$ cat src/sv/atq_pkg.sv
package atq_pkg;

    localparam int ATQ_MAX_ENTRIES  = 16;
    localparam int ATQ_ADDRESS_BITS = 48;
    localparam int CAP_W            = 5;
    localparam int COUNT_W          = 5;
    localparam int OP_W             = 2;
    localparam int STATUS_W         = 2;
    localparam logic [CAP_W-1:0] CAP_RESET = 5'd16;

    typedef enum logic [OP_W-1:0] {
        OP_INSERT = 2'd0,
        OP_DELETE = 2'd1,
        OP_LOOKUP = 2'd2,
        OP_POP    = 2'd3
    } t_op;

    typedef enum logic [STATUS_W-1:0] {
        STAT_OK        = 2'd0,
        STAT_FULL      = 2'd1,
        STAT_NOT_FOUND = 2'd2,
        STAT_EMPTY     = 2'd3
    } t_status;

    typedef enum logic [3:0] {
        ST_IDLE,
        ST_SCAN_RD,
        ST_SCAN_CMP,
        ST_POP_CAP,
        ST_SHIFT_RD,
        ST_SHIFT_WR,
        ST_FRONT_RD,
        ST_REAR_RD,
        ST_REAR_CAP,
        ST_DONE
    } t_state;

    typedef struct packed {
        t_status status;
        logic    found;
        logic    full;
        logic    empty;
    } t_flags;

endpackage

$ cat src/sv/atq_ram.sv
module atq_ram #(
    parameter int WIDTH = 48,
    parameter int DEPTH = 16
) (
    input  logic                                    i_clk,
    input  logic                                    i_wr_en,
    input  logic [((DEPTH > 1) ? $clog2(DEPTH) : 1)-1:0] i_wr_addr,
    input  logic [WIDTH-1:0]                        i_wr_data,
    input  logic                                    i_rd_en,
    input  logic [((DEPTH > 1) ? $clog2(DEPTH) : 1)-1:0] i_rd_addr,
    output logic [WIDTH-1:0]                        o_rd_data
);

    logic [WIDTH-1:0] r_mem [DEPTH];
    logic [WIDTH-1:0] r_rd_data;

    always_ff @(posedge i_clk) begin
        if (i_wr_en) begin
            r_mem[i_wr_addr] <= i_wr_data;
        end
        if (i_rd_en) begin
            r_rd_data <= r_mem[i_rd_addr];
        end
    end

    assign o_rd_data = r_rd_data;

endmodule

$ cat src/sv/atq_ctrl.sv
module atq_ctrl
    import atq_pkg::*;
#(
    parameter int MAX_ENTRIES  = ATQ_MAX_ENTRIES,
    parameter int ADDRESS_BITS = ATQ_ADDRESS_BITS
) (
    input  logic                    i_clk,
    input  logic                    i_rst_n,
    input  logic                    i_start,
    input  t_op                     i_op,
    input  logic [ADDRESS_BITS-1:0] i_addr,
    input  logic [CAP_W-1:0]        i_cap,
    input  logic                    i_out_free,
    output logic                    o_ready,
    output logic                    o_done,
    output t_flags                  o_flags,
    output logic [COUNT_W-1:0]      o_count,
    output logic [ADDRESS_BITS-1:0] o_removed,
    output logic [ADDRESS_BITS-1:0] o_front,
    output logic [ADDRESS_BITS-1:0] o_rear
);

    localparam int IDX_W = (MAX_ENTRIES > 1) ? $clog2(MAX_ENTRIES) : 1;
    localparam int CNT_W = $clog2(MAX_ENTRIES + 1);
    localparam int CMP_W = (CNT_W > CAP_W) ? CNT_W : CAP_W;

    t_state                  r_state, n_state;
    t_op                     r_op, n_op;
    logic [ADDRESS_BITS-1:0] r_addr, n_addr;
    logic [CNT_W-1:0]        r_count, n_count;
    logic [CNT_W-1:0]        r_idx, n_idx;
    t_status                 r_status, n_status;
    logic                    r_found, n_found;
    logic [ADDRESS_BITS-1:0] r_removed, n_removed;
    logic [ADDRESS_BITS-1:0] r_front, n_front;
    logic [ADDRESS_BITS-1:0] r_rear, n_rear;

    logic                    ram_wr_en;
    logic [IDX_W-1:0]        ram_wr_addr;
    logic [ADDRESS_BITS-1:0] ram_wr_data;
    logic                    ram_rd_en;
    logic [IDX_W-1:0]        ram_rd_addr;
    logic [ADDRESS_BITS-1:0] ram_rd_data;

    logic [CMP_W-1:0] w_cap_ext;
    logic [CMP_W-1:0] w_cap_eff;
    logic             w_full;
    logic             w_cnt_zero;
    logic [CNT_W-1:0] w_idx_next;
    logic [CNT_W-1:0] w_cnt_m1;
    logic             w_last;
    logic             w_more_shift;
    logic             w_match;

    atq_ram #(
        .WIDTH (ADDRESS_BITS),
        .DEPTH (MAX_ENTRIES)
    ) u_atq_ram (
        .i_clk     (i_clk),
        .i_wr_en   (ram_wr_en),
        .i_wr_addr (ram_wr_addr),
        .i_wr_data (ram_wr_data),
        .i_rd_en   (ram_rd_en),
        .i_rd_addr (ram_rd_addr),
        .o_rd_data (ram_rd_data)
    );

    // capacity above the table depth saturates
    assign w_cap_ext    = CMP_W'(i_cap);
    assign w_cap_eff    = (w_cap_ext > CMP_W'(MAX_ENTRIES)) ? CMP_W'(MAX_ENTRIES) : w_cap_ext;
    assign w_full       = CMP_W'(r_count) >= w_cap_eff;
    assign w_cnt_zero   = r_count == '0;
    assign w_idx_next   = CNT_W'(r_idx + 1'b1);
    assign w_cnt_m1     = CNT_W'(r_count - 1'b1);
    assign w_last       = w_idx_next == r_count;
    assign w_more_shift = w_idx_next < r_count;
    assign w_match      = ram_rd_data == r_addr;

    always_comb begin
        n_state = r_state;
        unique case (r_state)
            ST_IDLE: begin
                if (i_start) begin
                    unique case (i_op)
                        OP_INSERT: n_state = ST_FRONT_RD;
                        OP_DELETE, OP_LOOKUP: begin
                            n_state = w_cnt_zero ? ST_FRONT_RD : ST_SCAN_RD;
                        end
                        OP_POP: n_state = w_cnt_zero ? ST_FRONT_RD : ST_POP_CAP;
                        default: n_state = ST_FRONT_RD;
                    endcase
                end
            end
            ST_SCAN_RD: n_state = ST_SCAN_CMP;
            ST_SCAN_CMP: begin
                if (w_match) begin
                    n_state = (r_op == OP_DELETE) ? ST_SHIFT_RD : ST_FRONT_RD;
                end else begin
                    n_state = w_last ? ST_FRONT_RD : ST_SCAN_RD;
                end
            end
            ST_POP_CAP:  n_state = ST_SHIFT_RD;
            ST_SHIFT_RD: n_state = w_more_shift ? ST_SHIFT_WR : ST_FRONT_RD;
            ST_SHIFT_WR: n_state = ST_SHIFT_RD;
            ST_FRONT_RD: n_state = w_cnt_zero ? ST_DONE : ST_REAR_RD;
            ST_REAR_RD:  n_state = ST_REAR_CAP;
            ST_REAR_CAP: n_state = ST_DONE;
            ST_DONE:     n_state = i_out_free ? ST_IDLE : ST_DONE;
            default:     n_state = ST_IDLE;
        endcase
    end

    always_comb begin
        n_op        = r_op;
        n_addr      = r_addr;
        n_count     = r_count;
        n_idx       = r_idx;
        n_status    = r_status;
        n_found     = r_found;
        n_removed   = r_removed;
        n_front     = r_front;
        n_rear      = r_rear;
        ram_wr_en   = 1'b0;
        ram_wr_addr = '0;
        ram_wr_data = r_addr;
        ram_rd_en   = 1'b0;
        ram_rd_addr = '0;
        unique case (r_state)
            ST_IDLE: begin
                if (i_start) begin
                    n_op      = i_op;
                    n_addr    = i_addr;
                    n_status  = STAT_OK;
                    n_found   = 1'b0;
                    n_removed = '0;
                    n_idx     = '0;
                    unique case (i_op)
                        OP_INSERT: begin
                            if (w_full) begin
                                n_status = STAT_FULL;
                            end else begin
                                ram_wr_en   = 1'b1;
                                ram_wr_addr = r_count[IDX_W-1:0];
                                ram_wr_data = i_addr;
                                n_count     = CNT_W'(r_count + 1'b1);
                            end
                        end
                        OP_DELETE, OP_LOOKUP: begin
                            if (w_cnt_zero) begin
                                n_status = STAT_EMPTY;
                            end
                        end
                        OP_POP: begin
                            if (w_cnt_zero) begin
                                n_status = STAT_EMPTY;
                            end else begin
                                ram_rd_en = 1'b1;
                            end
                        end
                        default: n_status = STAT_OK;
                    endcase
                end
            end
            ST_SCAN_RD: begin
                ram_rd_en   = 1'b1;
                ram_rd_addr = r_idx[IDX_W-1:0];
            end
            ST_SCAN_CMP: begin
                if (w_match) begin
                    n_found = 1'b1;
                end else if (w_last) begin
                    n_status = STAT_NOT_FOUND;
                end else begin
                    n_idx = w_idx_next;
                end
            end
            ST_POP_CAP: begin
                n_removed = ram_rd_data;
                n_idx     = '0;
            end
            ST_SHIFT_RD: begin
                if (w_more_shift) begin
                    ram_rd_en   = 1'b1;
                    ram_rd_addr = w_idx_next[IDX_W-1:0];
                end else begin
                    n_count = w_cnt_m1;
                end
            end
            ST_SHIFT_WR: begin
                ram_wr_en   = 1'b1;
                ram_wr_addr = r_idx[IDX_W-1:0];
                ram_wr_data = ram_rd_data;
                n_idx       = w_idx_next;
            end
            ST_FRONT_RD: begin
                if (w_cnt_zero) begin
                    n_front = '0;
                    n_rear  = '0;
                end else begin
                    ram_rd_en = 1'b1;
                end
            end
            ST_REAR_RD: begin
                n_front     = ram_rd_data;
                ram_rd_en   = 1'b1;
                ram_rd_addr = w_cnt_m1[IDX_W-1:0];
            end
            ST_REAR_CAP: n_rear = ram_rd_data;
            ST_DONE: ;
            default: ;
        endcase
    end

    always_ff @(posedge i_clk) begin
        if (!i_rst_n) begin
            r_state <= ST_IDLE;
            r_count <= '0;
        end else begin
            r_state <= n_state;
            r_count <= n_count;
        end
    end

    always_ff @(posedge i_clk) begin
        r_op      <= n_op;
        r_addr    <= n_addr;
        r_idx     <= n_idx;
        r_status  <= n_status;
        r_found   <= n_found;
        r_removed <= n_removed;
        r_front   <= n_front;
        r_rear    <= n_rear;
    end

    assign o_ready        = r_state == ST_IDLE;
    assign o_done         = (r_state == ST_DONE) && i_out_free;
    assign o_flags.status = r_status;
    assign o_flags.found  = r_found;
    assign o_flags.full   = w_full;
    assign o_flags.empty  = w_cnt_zero;
    assign o_count        = COUNT_W'(r_count);
    assign o_removed      = r_removed;
    assign o_front        = r_front;
    assign o_rear         = r_rear;

endmodule

$ cat src/sv/address_table_queue_core.sv
// Ordered table of device addresses kept packed from the front, served one word at a time.
// A word on s_axis carries the operation in tuser (insert, delete, lookup, pop) and the
// address in tdata; each one yields exactly one result word on m_axis with status, found,
// the popped address, the entry count, full and empty flags and the front and rear entries.
// The entries sit in a single-port-read RAM walked by a small sequencer with one shared
// address comparator. A lookup or a delete reads and compares the entries in order from
// the front, and a delete with a match moves the entries behind it forward; a pop takes
// the front entry and moves the rest forward, and an insert on a table that is not full
// writes the new address at the rear. Each item ends by reading the front and rear
// entries unless the table is empty, and on an empty table no scan or shift is done.
// A result word held by m_axis_tready low stalls the next finished result in the sequencer.
// s_axis_tready is low while an item is in work. The finished result sits in an
// output register, so the next item is taken while it waits. The capacity register may be
// written whenever no item is in work.
module address_table_queue_core
    import atq_pkg::*;
#(
    parameter int MAX_ENTRIES  = ATQ_MAX_ENTRIES,
    parameter int ADDRESS_BITS = ATQ_ADDRESS_BITS
) (
    input  logic                                           i_clk,
    input  logic                                           i_rst_n,
    input  logic                                           i_cfg_wr_en,
    input  logic [CAP_W-1:0]                               i_cfg_wr_data,
    input  logic                                           s_axis_tvalid,
    output logic                                           s_axis_tready,
    // address
    input  logic [((ADDRESS_BITS + 7) / 8) * 8 - 1:0]      s_axis_tdata,
    // operation
    input  logic [OP_W-1:0]                                s_axis_tuser,
    output logic                                           m_axis_tvalid,
    input  logic                                           m_axis_tready,
    // status, found, removed_address, entry_count, is_full, is_empty,
    // front_address, rear_address
    output logic [((3 * ADDRESS_BITS + 17) / 8) * 8 - 1:0] m_axis_tdata
);

    localparam int OUT_W = ((3 * ADDRESS_BITS + 17) / 8) * 8;

    logic [CAP_W-1:0]        r_cap;
    logic                    r_out_valid;
    logic [OUT_W-1:0]        r_out_data;

    logic                    w_accept;
    logic                    w_out_free;
    logic                    w_done;
    logic                    w_ready;
    t_flags                  w_flags;
    logic [COUNT_W-1:0]      w_count;
    logic [ADDRESS_BITS-1:0] w_removed;
    logic [ADDRESS_BITS-1:0] w_front;
    logic [ADDRESS_BITS-1:0] w_rear;
    logic [OUT_W-1:0]        w_out_word;

    assign w_accept   = s_axis_tvalid && w_ready;
    assign w_out_free = !r_out_valid || m_axis_tready;

    atq_ctrl #(
        .MAX_ENTRIES  (MAX_ENTRIES),
        .ADDRESS_BITS (ADDRESS_BITS)
    ) u_atq_ctrl (
        .i_clk      (i_clk),
        .i_rst_n    (i_rst_n),
        .i_start    (w_accept),
        .i_op       (t_op'(s_axis_tuser)),
        .i_addr     (s_axis_tdata[ADDRESS_BITS-1:0]),
        .i_cap      (r_cap),
        .i_out_free (w_out_free),
        .o_ready    (w_ready),
        .o_done     (w_done),
        .o_flags    (w_flags),
        .o_count    (w_count),
        .o_removed  (w_removed),
        .o_front    (w_front),
        .o_rear     (w_rear)
    );

    assign w_out_word = OUT_W'({w_rear, w_front, w_flags.empty, w_flags.full, w_count,
                                w_removed, w_flags.found, w_flags.status});

    always_ff @(posedge i_clk) begin
        if (!i_rst_n) begin
            r_cap       <= CAP_RESET;
            r_out_valid <= 1'b0;
        end else begin
            if (i_cfg_wr_en) begin
                r_cap <= i_cfg_wr_data;
            end
            if (w_done) begin
                r_out_valid <= 1'b1;
            end else if (m_axis_tready) begin
                r_out_valid <= 1'b0;
            end
        end
    end

    always_ff @(posedge i_clk) begin
        if (w_done) begin
            r_out_data <= w_out_word;
        end
    end

    assign s_axis_tready = w_ready;
    assign m_axis_tvalid = r_out_valid;
    assign m_axis_tdata  = r_out_data;

endmodule

$ cat config.mk
export PLATFORM = sky130hd
export DESIGN_NAME = address_table_queue_core
export DESIGN_NICKNAME = d
export VERILOG_FILES = /design/src/sv/atq_pkg.sv /design/src/sv/atq_ram.sv /design/src/sv/atq_ctrl.sv /design/src/sv/address_table_queue_core.sv
export SDC_FILE = /design/constraint.sdc
export NUM_CORES = 1
export LEC_CHECK = 0
export BUFFER_PORTS_ARGS = -buffer_cell sky130_fd_sc_hd__buf_2
export CAP_MARGIN = 20
export CORE_MARGIN = 2
export CORE_UTILIZATION = 61
export CTS_BUF_LIST = sky130_fd_sc_hd__clkbuf_8
export CTS_CLUSTER_DIAMETER = 200
export DETAILED_ROUTE_END_ITERATION = 8
export GPL_TIMING_DRIVEN = 1
export PLACE_DENSITY = 0.79
export SETUP_SLACK_MARGIN = 0.15
export SLEW_MARGIN = 0
export SYNTH_ARGS = -nofsm -noshare
export SYNTH_HDL_FRONTEND = slang
export SYNTH_SLANG_ARGS = --single-unit
export TNS_END_PERCENT = 50
$ cat constraint.sdc
create_clock -name i_clk -period 36.5 [get_ports i_clk]
set_input_delay 7.3 -clock i_clk [delete_from_list [all_inputs] [get_ports i_clk]]
set_output_delay 7.3 -clock i_clk [all_outputs]
set_load 0.005 [all_outputs]
Yosys cells after proc, flatten, opt, wreduce, memory -nomap -nowiden
Memories as Yosys holds them, arrays and structs flattened. A register that Yosys moved wholly into a read port is not among the register bits.
Cells that the tools add are included.
{ "classes": {"eq_ne": 24, "muxes": 59, "order_cmp": 3, "reduce_logical": 26, "addsub": 3} }
{ "op_table": {"columns": ["operator", "count"], "rows": [
  ["48-bit case mux with 2 select lines", 4],
  ["48-bit two-way mux", 5],
  ["48-bit equality test", 1],
  ["5-bit two-way mux", 8],
  ["4-bit case mux with 9 select lines", 1],
  ["4-bit two-way mux", 8],
  ["4-bit case mux with 3 select lines", 2],
  ["5-bit case mux with 4 select lines", 1],
  ["4-bit by 3-bit equality test with 1-bit output, second input constant", 4],
  ["1-bit two-way mux", 14],
  ["2-bit two-way mux", 6],
  ["2-bit nonzero test", 6],
  ["5-bit by 1-bit adder with 5-bit output, second input constant", 2],
  ["2-bit by 1-bit != test with 1-bit output, second input constant", 5],
  ["5-bit case mux with 2 select lines", 1],
  ["3-bit two-way mux", 3],
  ["4-bit by 2-bit equality test with 1-bit output, second input constant", 2],
  ["4-bit equality test, second input constant", 2],
  ["2-bit != test, second input constant", 4],
  ["2-bit case mux with 2 select lines", 2],
  ["4-bit case mux with 2 select lines", 1],
  ["2-bit AND reduction", 4],
  ["4-bit AND reduction", 2],
  ["2-bit OR reduction", 3],
  ["other kinds (20)", 24]
]} }
{ "totals": {"word_cells": 129, "input_bits": 60, "ramBits": 768, "mem_count": 1, "ff_bits": 371, "output_inout_bits": 162} }
{ "mem_list": {"columns": ["memory", "words", "width", "read_ports", "rd_clocked_by_memory_dff", "wr", "line_no", "text"], "rows": [
  ["u_atq_ctrl.u_atq_ram.r_mem", 16, 48, 1, 1, 1, "atq_ram.sv:14", "logic [WIDTH-1:0] r_mem [DEPTH];"]
]} }

Longest topological paths before layout
{ "depth": {"word_depth": 9, "ltp_mapped": 15, "ltp_nobuf": 11} }

Hierarchy
Synthesis repeated with hierarchy kept, for this count alone.
{ "hier_totals": {"hier_cells": 2167, "hier_area_um2": 44883.0} }
{ "by_module_without_submodules": {"columns": ["mod", "cells_per_inst", "instances", "seq_area_each_um2", "area_each_um2"], "rows": [
  ["atq_ram", 1242, 1, 24503.5, 30171.4],
  ["atq_ctrl", 743, 1, 6246.0, 9804.4],
  ["address_table_queue_core", 182, 1, 4744.6, 4907.2]
]} }

Worst setup path before layout
No wires, ideal clock.
{ "synth_path": {"path_type": "input-to-reg", "startpoint": "in m_axis_tready", "endpoint": "reg r_out_data[0] (netlist: m_axis_tdata[0]), enable pin", "setup_slack_ps": 17905, "setup_time_ps": 856, "required_ps": 35644, "path_stages": 2, "t_arrival_ps": 17739, "cell_sequence": "nor2b_1 -> nor3_1"} }
{ "synth_between": {"elab_chain_cells": 2} }
{ "synth_rtl": {"columns": ["item", "line_no", "text"], "rows": [
  ["from (decl)", "address_table_queue_core.sv:32", "input logic m_axis_tready,"],
  ["1-bit logical OR", "address_table_queue_core.sv:56", "assign w_out_free = !r_out_valid || m_axis_tready;"],
  ["1-bit logical AND", "atq_ctrl.sv:236", "assign o_done = (r_state == ST_DONE) && i_out_free;"],
  ["named net u_atq_ctrl.o_done", "atq_ctrl.sv:15", "output logic o_done,"],
  ["to (signal assigned)", "address_table_queue_core.sv:99", "r_out_data <= w_out_word;"],
  ["to (decl)", "address_table_queue_core.sv:42", "logic [OUT_W-1:0] r_out_data;"]
]} }
The timed path passes the listed nets, and every way through them passes these cells.
A chain may end at the register's enable or synchronous reset.

Final worst setup path
{ "layout_path": {"startpoint": "in s_axis_tuser[0]", "endpoint": "mem u_atq_ctrl.u_atq_ram.r_mem[3][0], enable pin"} }
{ "layout_between": {"elab_chain_cells": 6, "word_cells_on_any_way": 9, "cone_classes": "8 x mux; 1 x reduce/logical"} }
{ "layout_rtl": {"columns": ["item", "line_no", "text"], "rows": [
  ["from (decl)", "address_table_queue_core.sv:30", "input logic [OP_W-1:0] s_axis_tuser,"],
  ["2-bit zero test *", "atq_ctrl.sv:137", "unique case (i_op)"],
  ["1-bit two-way mux", "atq_ctrl.sv:137", null],
  ["1-bit two-way mux", "atq_ctrl.sv:130", "if (i_start) begin"],
  ["1-bit case mux with 2 select lines", "atq_ctrl.sv:128", "unique case (r_state)"],
  ["1-bit two-way mux", "atq_ram.sv:18", "if (i_wr_en) begin"],
  ["1-bit two-way mux (not written as such)", "atq_ram.sv:19", "r_mem[i_wr_addr] <= i_wr_data;"],
  ["to (decl)", "atq_ram.sv:14", null]
]} }
Every way passes the cells marked *; elsewhere a longest branch is shown, timed or not.

==> out/qor.yml <==
r2r-start: "u_atq_ctrl.r_idx[0]"
netlist_instances: 3225
cts_tree: "built"
cts_sinks: 1187
clk_pin_slew_ns: 0.06
power_density_nw_per_um2: 71.5
design_area_sq_um: 52000
critPathLaunchType: "primary input"
cp-end-kind: "flip-flop"
period_minus_slack_ns: 10.48
skew_ns: 0.0471
synth_edf_count: 1172
grt_pass1_wl_microns: 172000
synthArstFlopShare_pct: 0
p_leak_uw: 0.0181
wl_per_cell_microns: 25.1
drc: 0
port_buffers: 215
r2r-end: "u_atq_ctrl.u_atq_ram.o_rd_data[3]"
gp_congestion: 0.880
fin_total_pwr_uw: 3720
worst-path-buf-inv: 3
switching_share_pct: 33.5
yosysMostFrequentCell: "edfxtp_1"
outcome: "finished clean"
drtAntennaViolNets: 0
slowest_stage: "nor2_4"
ys_types: 61
synth_area_leaders: "edfxtp_1 (75%), nand3_1 (3.6%), nand2_1 (3.3%), o21ai_0 (2.2%), and2_1 (2.0%)"
ys_top_cells_by_count: "edfxtp_1 (1172), nand2_1 (414), nand3_1 (340), o21ai_0 (201), clkbuf_1 (184)"
start_util_pct: 61.5
p_int_uw: 2470
cp.required_ns: 36.95
hold_buffers: 0
slowest_delay_ns: 0.88
ys_ff_latch: 1187
core_sq_um: 75900
rsz0062_at_grt: "false"
syn_area_sq_um: 46700
tns_ns: 0
ios: 222
timing.hold.ws_ns: 0.412
avgSynthCellArea_sq_um: 14.5
die_area_sq_um: 78800
antenna_found_initial: 9
fillCellCount: 4808
row_count: 101
areaGrowthSynthToFinish_pct: 11.3
viasPerCell: 6.42
place_area_sq_um: 48700
p_switching_uw: 1250
r2r_slack_ns: 30.80
cts_resized: 0
grt_max_degree: 190
crit_family: "simple AND/OR/NAND/NOR gates"
fp.dieW_microns: 281
yosys_warnings: 0
crit_path_start: "s_axis_tuser[0]"
tightest_slew_ns: 1.12
setup_viol: 0
critPathMaxFanout: 55
finalCritPeriodShare_pct: 28.7
drive_above_1_share_pct: 14.6
drtIter0Drc: 4282
crit_chain: "buf_2, inv_1, ha_1, and2_1, and2_4, a32oi_1, nor2_4, buf_4"
cp.depth: 8
ys.flop_type: "edfxtp_1"
grt_overflow: 0
endpoint: "u_atq_ctrl.u_atq_ram.r_mem[3][0]"
hold_path_depth: 0
p_seq_share_pct: 50.4
fin_nets: 3501
h-tree-depth: 4
ff2ff_path_depth: 14
clk_latency_ns: 0.86
power_frac_clock_pct: 26.3
drv_cap: 0
routed-via-count: 29500
synth_top_area_share_pct: 75.3
grt_pass1_vias: 28800
peakVddDrop_mv: 0.0570
first_pass_iters: 6
dieHeight_microns: 281
dp_hpwl_microns: 62500
fmax_mhz: 95.4
cts-root-buf: "clkbuf_8"
post_cts_buffers: 0
arrival_ns: 10.93
hold_viol_final: 0
power_frac_comb_pct: 23.3
yosysSeqAreaShare_pct: 76.0
clockBufferDepth: 3
min_path_type: "flip-flop to flip-flop"
grt_usage_pct: 29.4
cts_buffers: 175
synth.largest_area_cell: "edfxtp_1"
maxSlewViolCount: 0
maxSlewHeadroom_pct: 25.1
min_from: "u_atq_ctrl.o_rear[26]"
routed_wirelength_microns: 116000
path_class: "primary input to flip-flop"
==> area by class of cell <==
type                    count  area, sq um  area share, %
diodes                      6         15.0         0.0289
clock buffers             176         2420           4.66
clock inverters           141          759           1.46
inverters                  15         56.3          0.108
multi-input cells        1783        10500           20.1
flip-flops and latches   1187        35500           68.3
well taps                1030         1290           2.48
repair buffers            264         1490           2.87
==> power by group through the flow <==
stage	Sequential (uW)	Combinational, uW	Clock [uW]
5_1_grt	1880	929	1040
3_5_place_dp	1890	839	0
2_1_floorplan	1830	572	0
6_report	1870	867	978
4_1_cts	1870	844	988
3_3_place_gp	1890	796	0
==> through the flow <==
step | worst slack (ns) | utilization (%) | instances
final | 26.02 | 68.5 | 4602
after global routing | 25.93 | 68.4 | 4598
after CTS | 26.08 | 68.4 | 4594
after detailed placement | 25.22 | 64.2 | 4277
after global placement | 25.33 | 64.2 | 4276
after floorplan | 17.90 | - | 3230
==> metal layers <==
| layer | GRT usage (%) | wire (microns) | vias to the layer above |
|---|---|---|---|
| met2 | 46.3 | 54900 | 2053 |
| li1 | - | - | 12800 |
| met3 | 7.24 | 14500 | 302 |
| met4 | 13.5 | 4330 | 8 |
| met5 | 0 | 56 | - |
| met1 | 38.9 | 41900 | 14400 |
==> sequential cells by signal, indices dropped and copies added (netlist names) <==
register / count
u_atq_ctrl.u_atq_ram.r_mem: 768
m_axis_tdata: 154
u_atq_ctrl.o_front: 48
u_atq_ctrl.o_rear: 48
u_atq_ctrl.o_removed: 48
u_atq_ctrl.r_addr: 48
u_atq_ctrl.u_atq_ram.o_rd_data: 48
r_cap: 5
u_atq_ctrl.o_count: 5
u_atq_ctrl.r_idx: 5
u_atq_ctrl.r_state: 4
u_atq_ctrl.r_op: 2
u_atq_ctrl.r_status: 2
m_axis_tvalid: 1
u_atq_ctrl.r_found: 1
==> worst min path at each step <==
stage                              to  slack, ns
floorplan             m_axis_tdata[0]       0.40
global placement     m_axis_tdata[23]       0.40
CTS                 m_axis_tdata[132]       0.42
finish              m_axis_tdata[132]       0.41
global route         m_axis_tdata[74]       0.42
detailed placement  m_axis_tdata[106]       0.40
==> placed cells by master, fill, tap and decap left out, types with 56 or more instances in the layout <==
cell	netlist	routed
and2_1	149	147
and3_1	147	146
inv_1	15	75
clkbuf_8	0	176
nand2_1	414	409
edfxtp_1	1172	1172
o21ai_0	201	200
buf_2	34	216
nand3_1	340	339
a211oi_1	56	56
==> cells by family after synthesis <==
logic type	share of synthesized area, %
AND/OR/NAND/NOR	12.1
flip-flops	76.0
XOR/XNOR	1.01
buffers and inverters	2.26
AO/OA/AOI/OAI	8.07
other	0.00802
multiplexers	0.150
adder cells (fa/ha/maj)	0.402
Note: power is estimated with default switching activity, not from simulation.
